### src/design/pmt_pkg.sv
// Types and constants for the PS/2 mouse packet cursor tracker.
package pmt_pkg;

  // Configuration register indexes
  typedef enum logic [0:0] {
    REG_LIMIT_X = 1'b0,
    REG_LIMIT_Y = 1'b1
  } reg_idx_e;

  // Per-byte status codes
  typedef enum logic [1:0] {
    ST_STORED  = 2'd0,
    ST_DISCARD = 2'd1,
    ST_APPLIED = 2'd2,
    ST_DROPPED = 2'd3
  } byte_status_e;

  // Position of the next byte within a packet
  typedef enum logic [1:0] {
    POS_HEADER = 2'd0,
    POS_XDATA  = 2'd1,
    POS_YDATA  = 2'd2
  } byte_pos_e;

  // Header bit masks
  localparam logic [7:0] SyncMask  = 8'h08;
  localparam logic [7:0] OvfMask   = 8'hC0;
  localparam logic [7:0] XSignMask = 8'h10;
  localparam logic [7:0] YSignMask = 8'h20;
  localparam logic [7:0] BtnMask   = 8'h07;

  // Reset values
  localparam logic [15:0] LimitXReset = 16'd1023;
  localparam logic [15:0] LimitYReset = 16'd767;
  localparam logic [8:0]  PosXReset   = 9'd400;
  localparam logic [8:0]  PosYReset   = 9'd300;

endpackage

### src/design/ps2_mouse_packet_cursor_tracker.sv
// PS/2 mouse packet assembler with clamped cursor tracking.
//
//  channel | direction | handshake                 | payload
//  --------+-----------+---------------------------+-------------------------------------
//  in      | to block  | in_valid_i / in_ready_o   | rx_byte_i
//  out     | from block| out_valid_o / out_ready_i | cursor_x/y, button_bits, events_seen,
//          |           |                           | byte_status
//  cfg     | to block  | cfg_valid_i / cfg_ready_o | cfg_index_i, cfg_data_i
//
// One byte per cycle when not stalled; its result is in the output register next cycle.
// The packet state and cursor update in the same cycle the byte is taken.
// in_ready_o drops only while a result is held and out_ready_i is low.
// Reset restores the limits to 1023/767 and the cursor to 400/300.
module ps2_mouse_packet_cursor_tracker #(
  parameter int COORD_BITS = 16
) (
  input  logic        clk_i,
  input  logic        rst_ni,
  input  logic        in_valid_i,
  output logic        in_ready_o,
  input  logic [7:0]  rx_byte_i,
  output logic        out_valid_o,
  input  logic        out_ready_i,
  output logic [15:0] cursor_x_o,
  output logic [15:0] cursor_y_o,
  output logic [2:0]  button_bits_o,
  output logic [31:0] events_seen_o,
  output logic [1:0]  byte_status_o,
  input  logic        cfg_valid_i,
  output logic        cfg_ready_o,
  input  logic [0:0]  cfg_index_i,
  input  logic [15:0] cfg_data_i
);

  // Working width for signed sums and clamp compares
  localparam int SW = ((COORD_BITS > 16) ? COORD_BITS : 16) + 2;
  localparam logic [SW-1:0] CoordMax = SW'({COORD_BITS{1'b1}});

  logic [15:0]             limit_x_q, limit_y_q;
  pmt_pkg::byte_pos_e      pos_q, pos_d;
  logic [7:0]              header_q, header_d;
  logic [7:0]              xdata_q, xdata_d;
  logic [COORD_BITS-1:0]   pos_x_q, pos_x_d;
  logic [COORD_BITS-1:0]   pos_y_q, pos_y_d;
  logic [2:0]              buttons_q, buttons_d;
  logic [31:0]             count_q, count_d;
  pmt_pkg::byte_status_e   status_d;
  logic                    out_valid_q;
  logic [15:0]             cursor_x_q, cursor_y_q;
  logic [2:0]              button_bits_q;
  logic [31:0]             events_seen_q;
  pmt_pkg::byte_status_e   byte_status_q;

  logic                    in_xfer;
  logic signed [8:0]       dx, dy;
  logic signed [SW-1:0]    sum_x, sum_y;
  logic [SW-1:0]           top_x, top_y;
  logic [SW-1:0]           clamp_x, clamp_y;

  assign cfg_ready_o = 1'b1;
  assign in_ready_o  = !out_valid_q || out_ready_i;
  assign in_xfer     = in_valid_i && in_ready_o;

  // Configuration writes
  always_ff @(posedge clk_i or negedge rst_ni) begin
    if (!rst_ni) begin
      limit_x_q <= pmt_pkg::LimitXReset;
      limit_y_q <= pmt_pkg::LimitYReset;
    end else if (cfg_valid_i) begin
      unique case (pmt_pkg::reg_idx_e'(cfg_index_i))
        pmt_pkg::REG_LIMIT_X: limit_x_q <= cfg_data_i;
        pmt_pkg::REG_LIMIT_Y: limit_y_q <= cfg_data_i;
        default: ;
      endcase
    end
  end

  // Deltas: 9-bit signed from header sign bit and data byte
  assign dx = {|(header_q & pmt_pkg::XSignMask), xdata_q};
  assign dy = {|(header_q & pmt_pkg::YSignMask), rx_byte_i};

  // X adds, Y subtracts
  assign sum_x = $signed(SW'(pos_x_q)) + {{(SW-9){dx[8]}}, dx};
  assign sum_y = $signed(SW'(pos_y_q)) - {{(SW-9){dy[8]}}, dy};

  // Clamp bound is the smaller of the limit and the coordinate range
  assign top_x = (SW'(limit_x_q) < CoordMax) ? SW'(limit_x_q) : CoordMax;
  assign top_y = (SW'(limit_y_q) < CoordMax) ? SW'(limit_y_q) : CoordMax;

  always_comb begin
    if (sum_x[SW-1])                clamp_x = '0;
    else if ($unsigned(sum_x) > top_x) clamp_x = top_x;
    else                            clamp_x = $unsigned(sum_x);
    if (sum_y[SW-1])                clamp_y = '0;
    else if ($unsigned(sum_y) > top_y) clamp_y = top_y;
    else                            clamp_y = $unsigned(sum_y);
  end

  // Packet sequencer
  always_comb begin
    pos_d     = pos_q;
    header_d  = header_q;
    xdata_d   = xdata_q;
    pos_x_d   = pos_x_q;
    pos_y_d   = pos_y_q;
    buttons_d = buttons_q;
    count_d   = count_q;
    status_d  = pmt_pkg::ST_STORED;
    unique case (pos_q)
      pmt_pkg::POS_HEADER: begin
        if ((rx_byte_i & pmt_pkg::SyncMask) == 8'h00) begin
          status_d = pmt_pkg::ST_DISCARD;
        end else begin
          header_d = rx_byte_i;
          pos_d    = pmt_pkg::POS_XDATA;
        end
      end
      pmt_pkg::POS_XDATA: begin
        xdata_d = rx_byte_i;
        pos_d   = pmt_pkg::POS_YDATA;
      end
      default: begin
        pos_d = pmt_pkg::POS_HEADER;
        if ((header_q & pmt_pkg::OvfMask) != 8'h00) begin
          status_d = pmt_pkg::ST_DROPPED;
        end else begin
          buttons_d = header_q[2:0] & pmt_pkg::BtnMask[2:0];
          pos_x_d   = clamp_x[COORD_BITS-1:0];
          pos_y_d   = clamp_y[COORD_BITS-1:0];
          count_d   = count_q + 32'd1;
          status_d  = pmt_pkg::ST_APPLIED;
        end
      end
    endcase
  end

  // Tracker state
  always_ff @(posedge clk_i or negedge rst_ni) begin
    if (!rst_ni) begin
      pos_q     <= pmt_pkg::POS_HEADER;
      header_q  <= '0;
      xdata_q   <= '0;
      pos_x_q   <= COORD_BITS'(pmt_pkg::PosXReset);
      pos_y_q   <= COORD_BITS'(pmt_pkg::PosYReset);
      buttons_q <= '0;
      count_q   <= '0;
    end else if (in_xfer) begin
      pos_q     <= pos_d;
      header_q  <= header_d;
      xdata_q   <= xdata_d;
      pos_x_q   <= pos_x_d;
      pos_y_q   <= pos_y_d;
      buttons_q <= buttons_d;
      count_q   <= count_d;
    end
  end

  // Output valid
  always_ff @(posedge clk_i or negedge rst_ni) begin
    if (!rst_ni) begin
      out_valid_q <= 1'b0;
    end else if (in_xfer) begin
      out_valid_q <= 1'b1;
    end else if (out_ready_i) begin
      out_valid_q <= 1'b0;
    end
  end

  // Result register
  always_ff @(posedge clk_i) begin
    if (in_xfer) begin
      cursor_x_q    <= 16'(pos_x_d);
      cursor_y_q    <= 16'(pos_y_d);
      button_bits_q <= buttons_d;
      events_seen_q <= count_d;
      byte_status_q <= status_d;
    end
  end

  assign out_valid_o   = out_valid_q;
  assign cursor_x_o    = cursor_x_q;
  assign cursor_y_o    = cursor_y_q;
  assign button_bits_o = button_bits_q;
  assign events_seen_o = events_seen_q;
  assign byte_status_o = byte_status_q;

endmodule

### config.mk
export PLATFORM = sky130hd
export DESIGN_NAME = ps2_mouse_packet_cursor_tracker
export DESIGN_NICKNAME = d
export VERILOG_FILES = /design/src/design/pmt_pkg.sv /design/src/design/ps2_mouse_packet_cursor_tracker.sv
export SDC_FILE = /design/constraint.sdc
export NUM_CORES = 1
export LEC_CHECK = 0
export BUFFER_PORTS_ARGS = -buffer_cell sky130_fd_sc_hd__buf_2
export CELL_PAD_IN_SITES_DETAIL_PLACEMENT = 1
export CELL_PAD_IN_SITES_GLOBAL_PLACEMENT = 2
export CORE_UTILIZATION = 40
export CTS_BUF_LIST = sky130_fd_sc_hd__clkbuf_4 sky130_fd_sc_hd__clkbuf_8
export CTS_CLUSTER_DIAMETER = 60
export DETAILED_ROUTE_END_ITERATION = 16
export PLACE_DENSITY = 0.86
export SYNTH_ARGS = -nofsm -noshare
export SYNTH_HDL_FRONTEND = slang
export SYNTH_SLANG_ARGS = --single-unit
### constraint.sdc
create_clock -name clk_i -period 5 [get_ports clk_i]
set_input_delay 0.25 -clock clk_i [delete_from_list [all_inputs] [get_ports clk_i]]
set_output_delay 0.25 -clock clk_i [all_outputs]
set_load 0.05 [all_outputs]
# Word level (Yosys, flattened, before mapping)
# Index checks and enable logic that the tools add are counted.
[totals]
regBits = 187
latch_bits = 0
mem_bits_rw = 0
romBits = 0
in_bits = 30
wordCells = 60
mem_count = 0
[classes]
addsub = 3
multipliers = 0
n_div = 0
order_cmp = 4
eq_ne = 2
shift = 0
muxes = 21
bitwise = 2
reduce_logical = 13
[ops]
columns = ["op", "count"]
rows = [
  ["$mux 16", 10],
  ["$mux 32", 2],
  ["$gt 18x16->1", 2],
  ["$add 32x1->32 const B", 1],
  ["$lt 16x16->1 const B", 2],
  ["$add 17x9->18", 1],
  ["$sub 17x9->18", 1],
  ["$logic_not 8->1", 1],
  ["$pmux 2 s2", 2],
  ["$reduce_and 2->1", 4],
  ["$reduce_bool 8->1", 1],
  ["$mux 3", 2],
  ["$mux 1", 4],
  ["$reduce_and 3->1", 1],
  ["$eq 2x1->1 const B", 1],
  ["$logic_not 2->1", 1],
  ["$mux 2", 1],
  ["$ne 2x2->1 const B", 1],
  ["$not 1->1", 2],
  ["$reduce_bool 2->1", 1],
  ["$reduce_or 2->1", 1],
  ["$logic_and 1x1->1", 1],
  ["$logic_not 1->1", 1],
  ["$logic_or 1x1->1", 1],
]

# Longest topological paths before layout
[logic_depth]
word_depth = 7
ltp_mapped = 21

# Worst setup path after synthesis
# Ideal clock, no wire load.
[synth_path]
path_kind = "reg-to-reg"
startpoint = "register pos_y_q[0]"
endpoint = "register cursor_y_q[10] (netlist: cursor_y_o[10]) (data pin)"
setup_ns = 0.152
arrival_ns = 4.235
slack_ns = 0.614
stages_incl_launch_ff = 22
path_buffers = 2
cell_sequence = "dfrtp_1 inv_1 ha_1 inv_1 fa_1 a211oi_1 o211ai_1 a31o_2 a31o_2 a21oi_1 xor2_1 inv_1 ha_1 o21ai_0 nor2_1 nor3_1 nor2_1 o31ai_1 clkbuf_1 clkbuf_1 nand3_1 a31oi_1"
[synth_via]
elab_chain_cells = 6
[synth_rtl]
columns = ["item", "line", "text"]
rows = [
  ["from (decl)", "ps2_mouse_packet_cursor_tracker.sv:44", "logic [COORD_BITS-1:0] pos_y_q, pos_y_d;"],
  ["from (signal assigned)", "ps2_mouse_packet_cursor_tracker.sv:144", "pos_y_q <= COORD_BITS'(pmt_pkg::PosYReset);"],
  ["from (signal assigned)", "ps2_mouse_packet_cursor_tracker.sv:152", "pos_y_q <= pos_y_d;"],
  ["$sub 17x9->18 (*)", "ps2_mouse_packet_cursor_tracker.sv:84", "assign sum_y = $signed(SW'(pos_y_q)) - {{(SW-9){dy[8]}}, dy};"],
  ["$gt 18x16->1", "ps2_mouse_packet_cursor_tracker.sv:95", "else if ($unsigned(sum_y) > top_y) clamp_y = top_y;"],
  ["$mux 16", "ps2_mouse_packet_cursor_tracker.sv:95", ""],
  ["$mux 16 (*)", "ps2_mouse_packet_cursor_tracker.sv:94", "if (sum_y[SW-1]) clamp_y = '0;"],
  ["$mux 16 (*)", "ps2_mouse_packet_cursor_tracker.sv:124", "if ((header_q & pmt_pkg::OvfMask) != 8'h00) begin"],
  ["$mux 16 (*)", "ps2_mouse_packet_cursor_tracker.sv:109", "unique case (pos_q)"],
  ["named net pos_y_d[10]", "ps2_mouse_packet_cursor_tracker.sv:44", ""],
  ["to (signal assigned)", "ps2_mouse_packet_cursor_tracker.sv:173", "cursor_y_q <= 16'(pos_y_d);"],
  ["to (decl)", "ps2_mouse_packet_cursor_tracker.sv:49", "logic [15:0] cursor_x_q, cursor_y_q;"],
]
# The timed path passes the listed nets; every way through them passes the cells marked *.
# A chain may end at the register's enable or synchronous reset.

# Worst setup path in the final report
[layout_path]
startpoint = "register pos_y_q[0]"
endpoint = "register cursor_y_q[15] (netlist: cursor_y_o[15]) (data pin)"
# Same word-level chain as after synthesis.

==> impl_metrics.json <==
{
  "nNetsFinal": 1267,
  "tns_ns": 0,
  "viasPerCell": 5.55,
  "status": "completed",
  "cp-start-kind": "flop",
  "tightest_slew_ns": 1.14,
  "synth_top_area_cell": "dfrtp_1",
  "hp-start": "cfg_data_i[10]",
  "grt_max_degree": 77,
  "synth_seq_cells": 186,
  "drt_iter0_drc": 673,
  "fin_crit_ns": 4.68,
  "synth_top_area_share": 0.217,
  "multi_input_area_um2": 5080,
  "rsz0062_at_grt": "false",
  "synthCells": 1066,
  "maxCapViolations": 0,
  "diodes": 0,
  "timing.final.crit_share": 0.937,
  "end_kind": "flop",
  "place.gp.congestion": 0.863,
  "rows": 58,
  "peakVddDrop_mv": 0.273,
  "route.detailed.drc": 0,
  "coreArea_um2": 25500,
  "port_buffers": 100,
  "synth_xor_area_frac": 0.0725,
  "antenna_found_initial": 0,
  "synth_top_family_by_area": "simple AND/OR/NAND/NOR gates",
  "async_reset_ff_frac": 0.629,
  "layout-drive-gt1-share": 0.191,
  "synth_edf_count": 69,
  "synth_ff_type": "dfrtp_1",
  "syn_area_per_cell_um2": 9.85,
  "fin_skew_ns": 0.0249,
  "wire_per_inst_um": 19.6,
  "io_pins": 102,
  "fmax_ghz": 0.214,
  "final-hold-violation-count": 0,
  "min_path_type": "in2reg",
  "grtUsageTotal": 0.230,
  "synthesis.area_um2": 10500,
  "ff_latch_area_um2": 5030,
  "yosys_warnings": 0,
  "crit_fanout": 9,
  "rr_startpoint": "pos_y_q[0]",
  "yosys-top-cells-count": "nand2_1 (125), nor2_1 (95), dfrtp_1 (91), o21ai_0 (71), edfxtp_1 (69)",
  "place_ws_ns": 0.0456,
  "crit_type": "reg2reg",
  "setup_ws_ns": 0.316,
  "clk_pin_slew_ns": 0.11,
  "r2r_cells": 21,
  "cts_tree": "built",
  "clk_path_buf_depth": 2,
  "startpoint": "pos_y_q[0]",
  "finalMaxSlewViolations": 0,
  "synth_compound_area_frac": 0.142,
  "htreeDepth": 4,
  "regToRegSetupSlack_ns": 0.32,
  "synth-simple-area-share": 0.154,
  "die_w_um": 164,
  "synthTopCellsByArea": "dfrtp_1 (22%), edfxtp_1 (20%), ha_1 (8.0%), dfstp_2 (6.5%), nand2_1 (4.5%)",
  "drtPass1Iterations": 5,
  "die-area_um2": 26900,
  "yosysMostFrequentCell": "nand2_1",
  "leakage_uw": 0.00511,
  "crit_required_ns": 5.20,
  "synthAdderAreaFrac": 0.0836,
  "insertion_delay_ns": 0.48,
  "ant_nets": 0,
  "synthDistinctLibCells": 61,
  "crit_path_end": "cursor_y_o[15]",
  "vias": 8380,
  "yosysSeqAreaShare": 0.479,
  "root_buffer": "clkbuf_8",
  "hold_ws_ns": 0.0255,
  "powerDensity_nw_per_um2": 734,
  "cts_buffers": 17,
  "nFillCells": 2892,
  "area_delta_synth_final_pct": 13.3,
  "synth_mux_area_frac": 0.0276,
  "setup_viol": 0,
  "grt_pass1_wl_um": 47300,
  "start_util": 0.412,
  "drt-total-wl_um": 29700,
  "grt-ovfl-total": 0,
  "crit_arrival_ns": 4.88,
  "grt_pass1_vias": 8605,
  "r2r-end": "cursor_y_o[15]",
  "die_h_um": 164,
  "syn_nets": 1165,
  "post-dp-hpwl_um": 21900,
  "max-slew-margin-rel": 0.234,
  "cts.sinks": 186
}
-- how the worst min path moves through the flow --
| stage | to | cells after the start |
|---|---|---|
| 4_1_cts | limit_y_q[12] | 2 |
| 6_report | limit_x_q[10] | 3 |
| 2_1_floorplan | buttons_q[0] | 0 |
| 3_5_place_dp | out_valid_o | 2 |
| 3_3_place_gp | out_valid_o | 2 |
| 5_1_grt | limit_y_q[12] | 2 |
-- metal layers --
layer  part of all wire  up-vias  wire length, µm  track usage
met1               0.49     4173            14500        0.328
li1                   -     3999                -            -
met2               0.46      192            13700        0.370
met5                  0        -                0            0
met4              0.011        0              325       0.0526
met3              0.038       16             1110       0.0306
-- worst max-delay path, cell delays in order (launching register included) --
cell	delay, ns
dfrtp_1	0.41
inv_1	0.06
ha_1	0.17
inv_1	0.06
fa_1	0.43
a211oi_2	0.30
o211ai_1	0.16
a31o_2	0.29
a31o_2	0.24
a21oi_1	0.16
xor2_1	0.25
inv_1	0.09
ha_1	0.23
a211oi_1	0.25
nor2_1	0.09
nor3_1	0.15
nor2_1	0.10
o31ai_4	0.27
a221oi_1	0.15
buf_4	0.20
o21ai_0	0.25
a31oi_1	0.12
-- state kept, by name, summed over array words and instances (netlist names) --
register	cells
limit_y_q	16
button_bits_o	3
cursor_x_o	16
limit_x_q	16
pos_q	2
cursor_y_o	16
pos_y_q	16
xdata_q	8
buttons_q	3
header_q	7
byte_status_o	2
events_seen_o	32
pos_x_q	16
out_valid_o	1
count_q	32
-- layout by cell type (no fill, tap or decap), types with 4 or more instances in the layout --
| cell type | n |
|---|---|
| inv_1 | 61 |
| nor3_1 | 12 |
| or2_2 | 4 |
| buf_2 | 99 |
| a221o_1 | 5 |
| buf_4 | 24 |
| nand3_1 | 68 |
| o21a_1 | 4 |
| and3_1 | 8 |
| dfrtp_1 | 91 |
| ha_1 | 67 |
| dfstp_2 | 26 |
| a21oi_1 | 32 |
| clkbuf_8 | 18 |
| a31oi_1 | 50 |
| dlygate4sd3_1 | 7 |
| a2111oi_0 | 5 |
| nand2_1 | 125 |
| o21ai_1 | 10 |
| edfxtp_1 | 69 |
| nor2b_1 | 4 |
| a21o_1 | 9 |
| and2_1 | 4 |
| xor2_1 | 34 |
| nand4_1 | 13 |
| nand2b_1 | 7 |
| a211oi_1 | 7 |
| o21ai_0 | 61 |
| xnor2_1 | 53 |
| mux2_2 | 24 |
| inv_6 | 5 |
| o211ai_1 | 19 |
| nor2_1 | 94 |
-- through the flow --
step / cells / power (µW) / cell area (µm²) / util
2_1_floorplan: 1066 / 6070 / 10500 / -
3_3_place_gp: 1470 / 7420 / 11400 / 0.448
3_5_place_dp: 1470 / 7570 / 11400 / 0.448
4_1_cts: 1509 / 8630 / 11900 / 0.466
5_1_grt: 1511 / 9410 / 11900 / 0.467
6_report: 1511 / 8730 / 11900 / 0.467
-- area by class of cell --
type                       count  share of cell area
clock buffer                  18              0.0208
multi-input combinational    771               0.427
timing repair buffer         130              0.0626
sequential                   186               0.423
clock inverter                14              0.0124
tap                          330              0.0347
inverter                      62              0.0198
-- report_power, final --
| part | leakage (µW) | total (µW) | switching [µW] | internal [µW] |
|---|---|---|---|---|
| sequential | 0.00206 | 2340 | 312 | 2030 |
| combinational | 0.00285 | 5370 | 3450 | 1920 |
| clock | 0.000201 | 1020 | 630 | 388 |
-- logic make-up after synthesis --
| kind of cell | Yosys count |
|---|---|
| fa+ha+maj | 69 |
| mux | 26 |
| simple gates | 357 |
| xor+xnor | 87 |
| other cells | 1 |
| flops | 186 |
| buf+inv | 109 |
| compound gates | 231 |
-- what timing repair did --
| item | in CTS | in global routing |
|---|---|---|
| setup endpoints to repair | 0 | 32 |
| buffers inserted | 0 | 2 |
| hold endpoints to repair | 68 | 0 |
| hold buffers | 7 | 0 |
| gates resized for setup | 0 | 12 |
No activity file was read; power rests on OpenSTA's default activity.
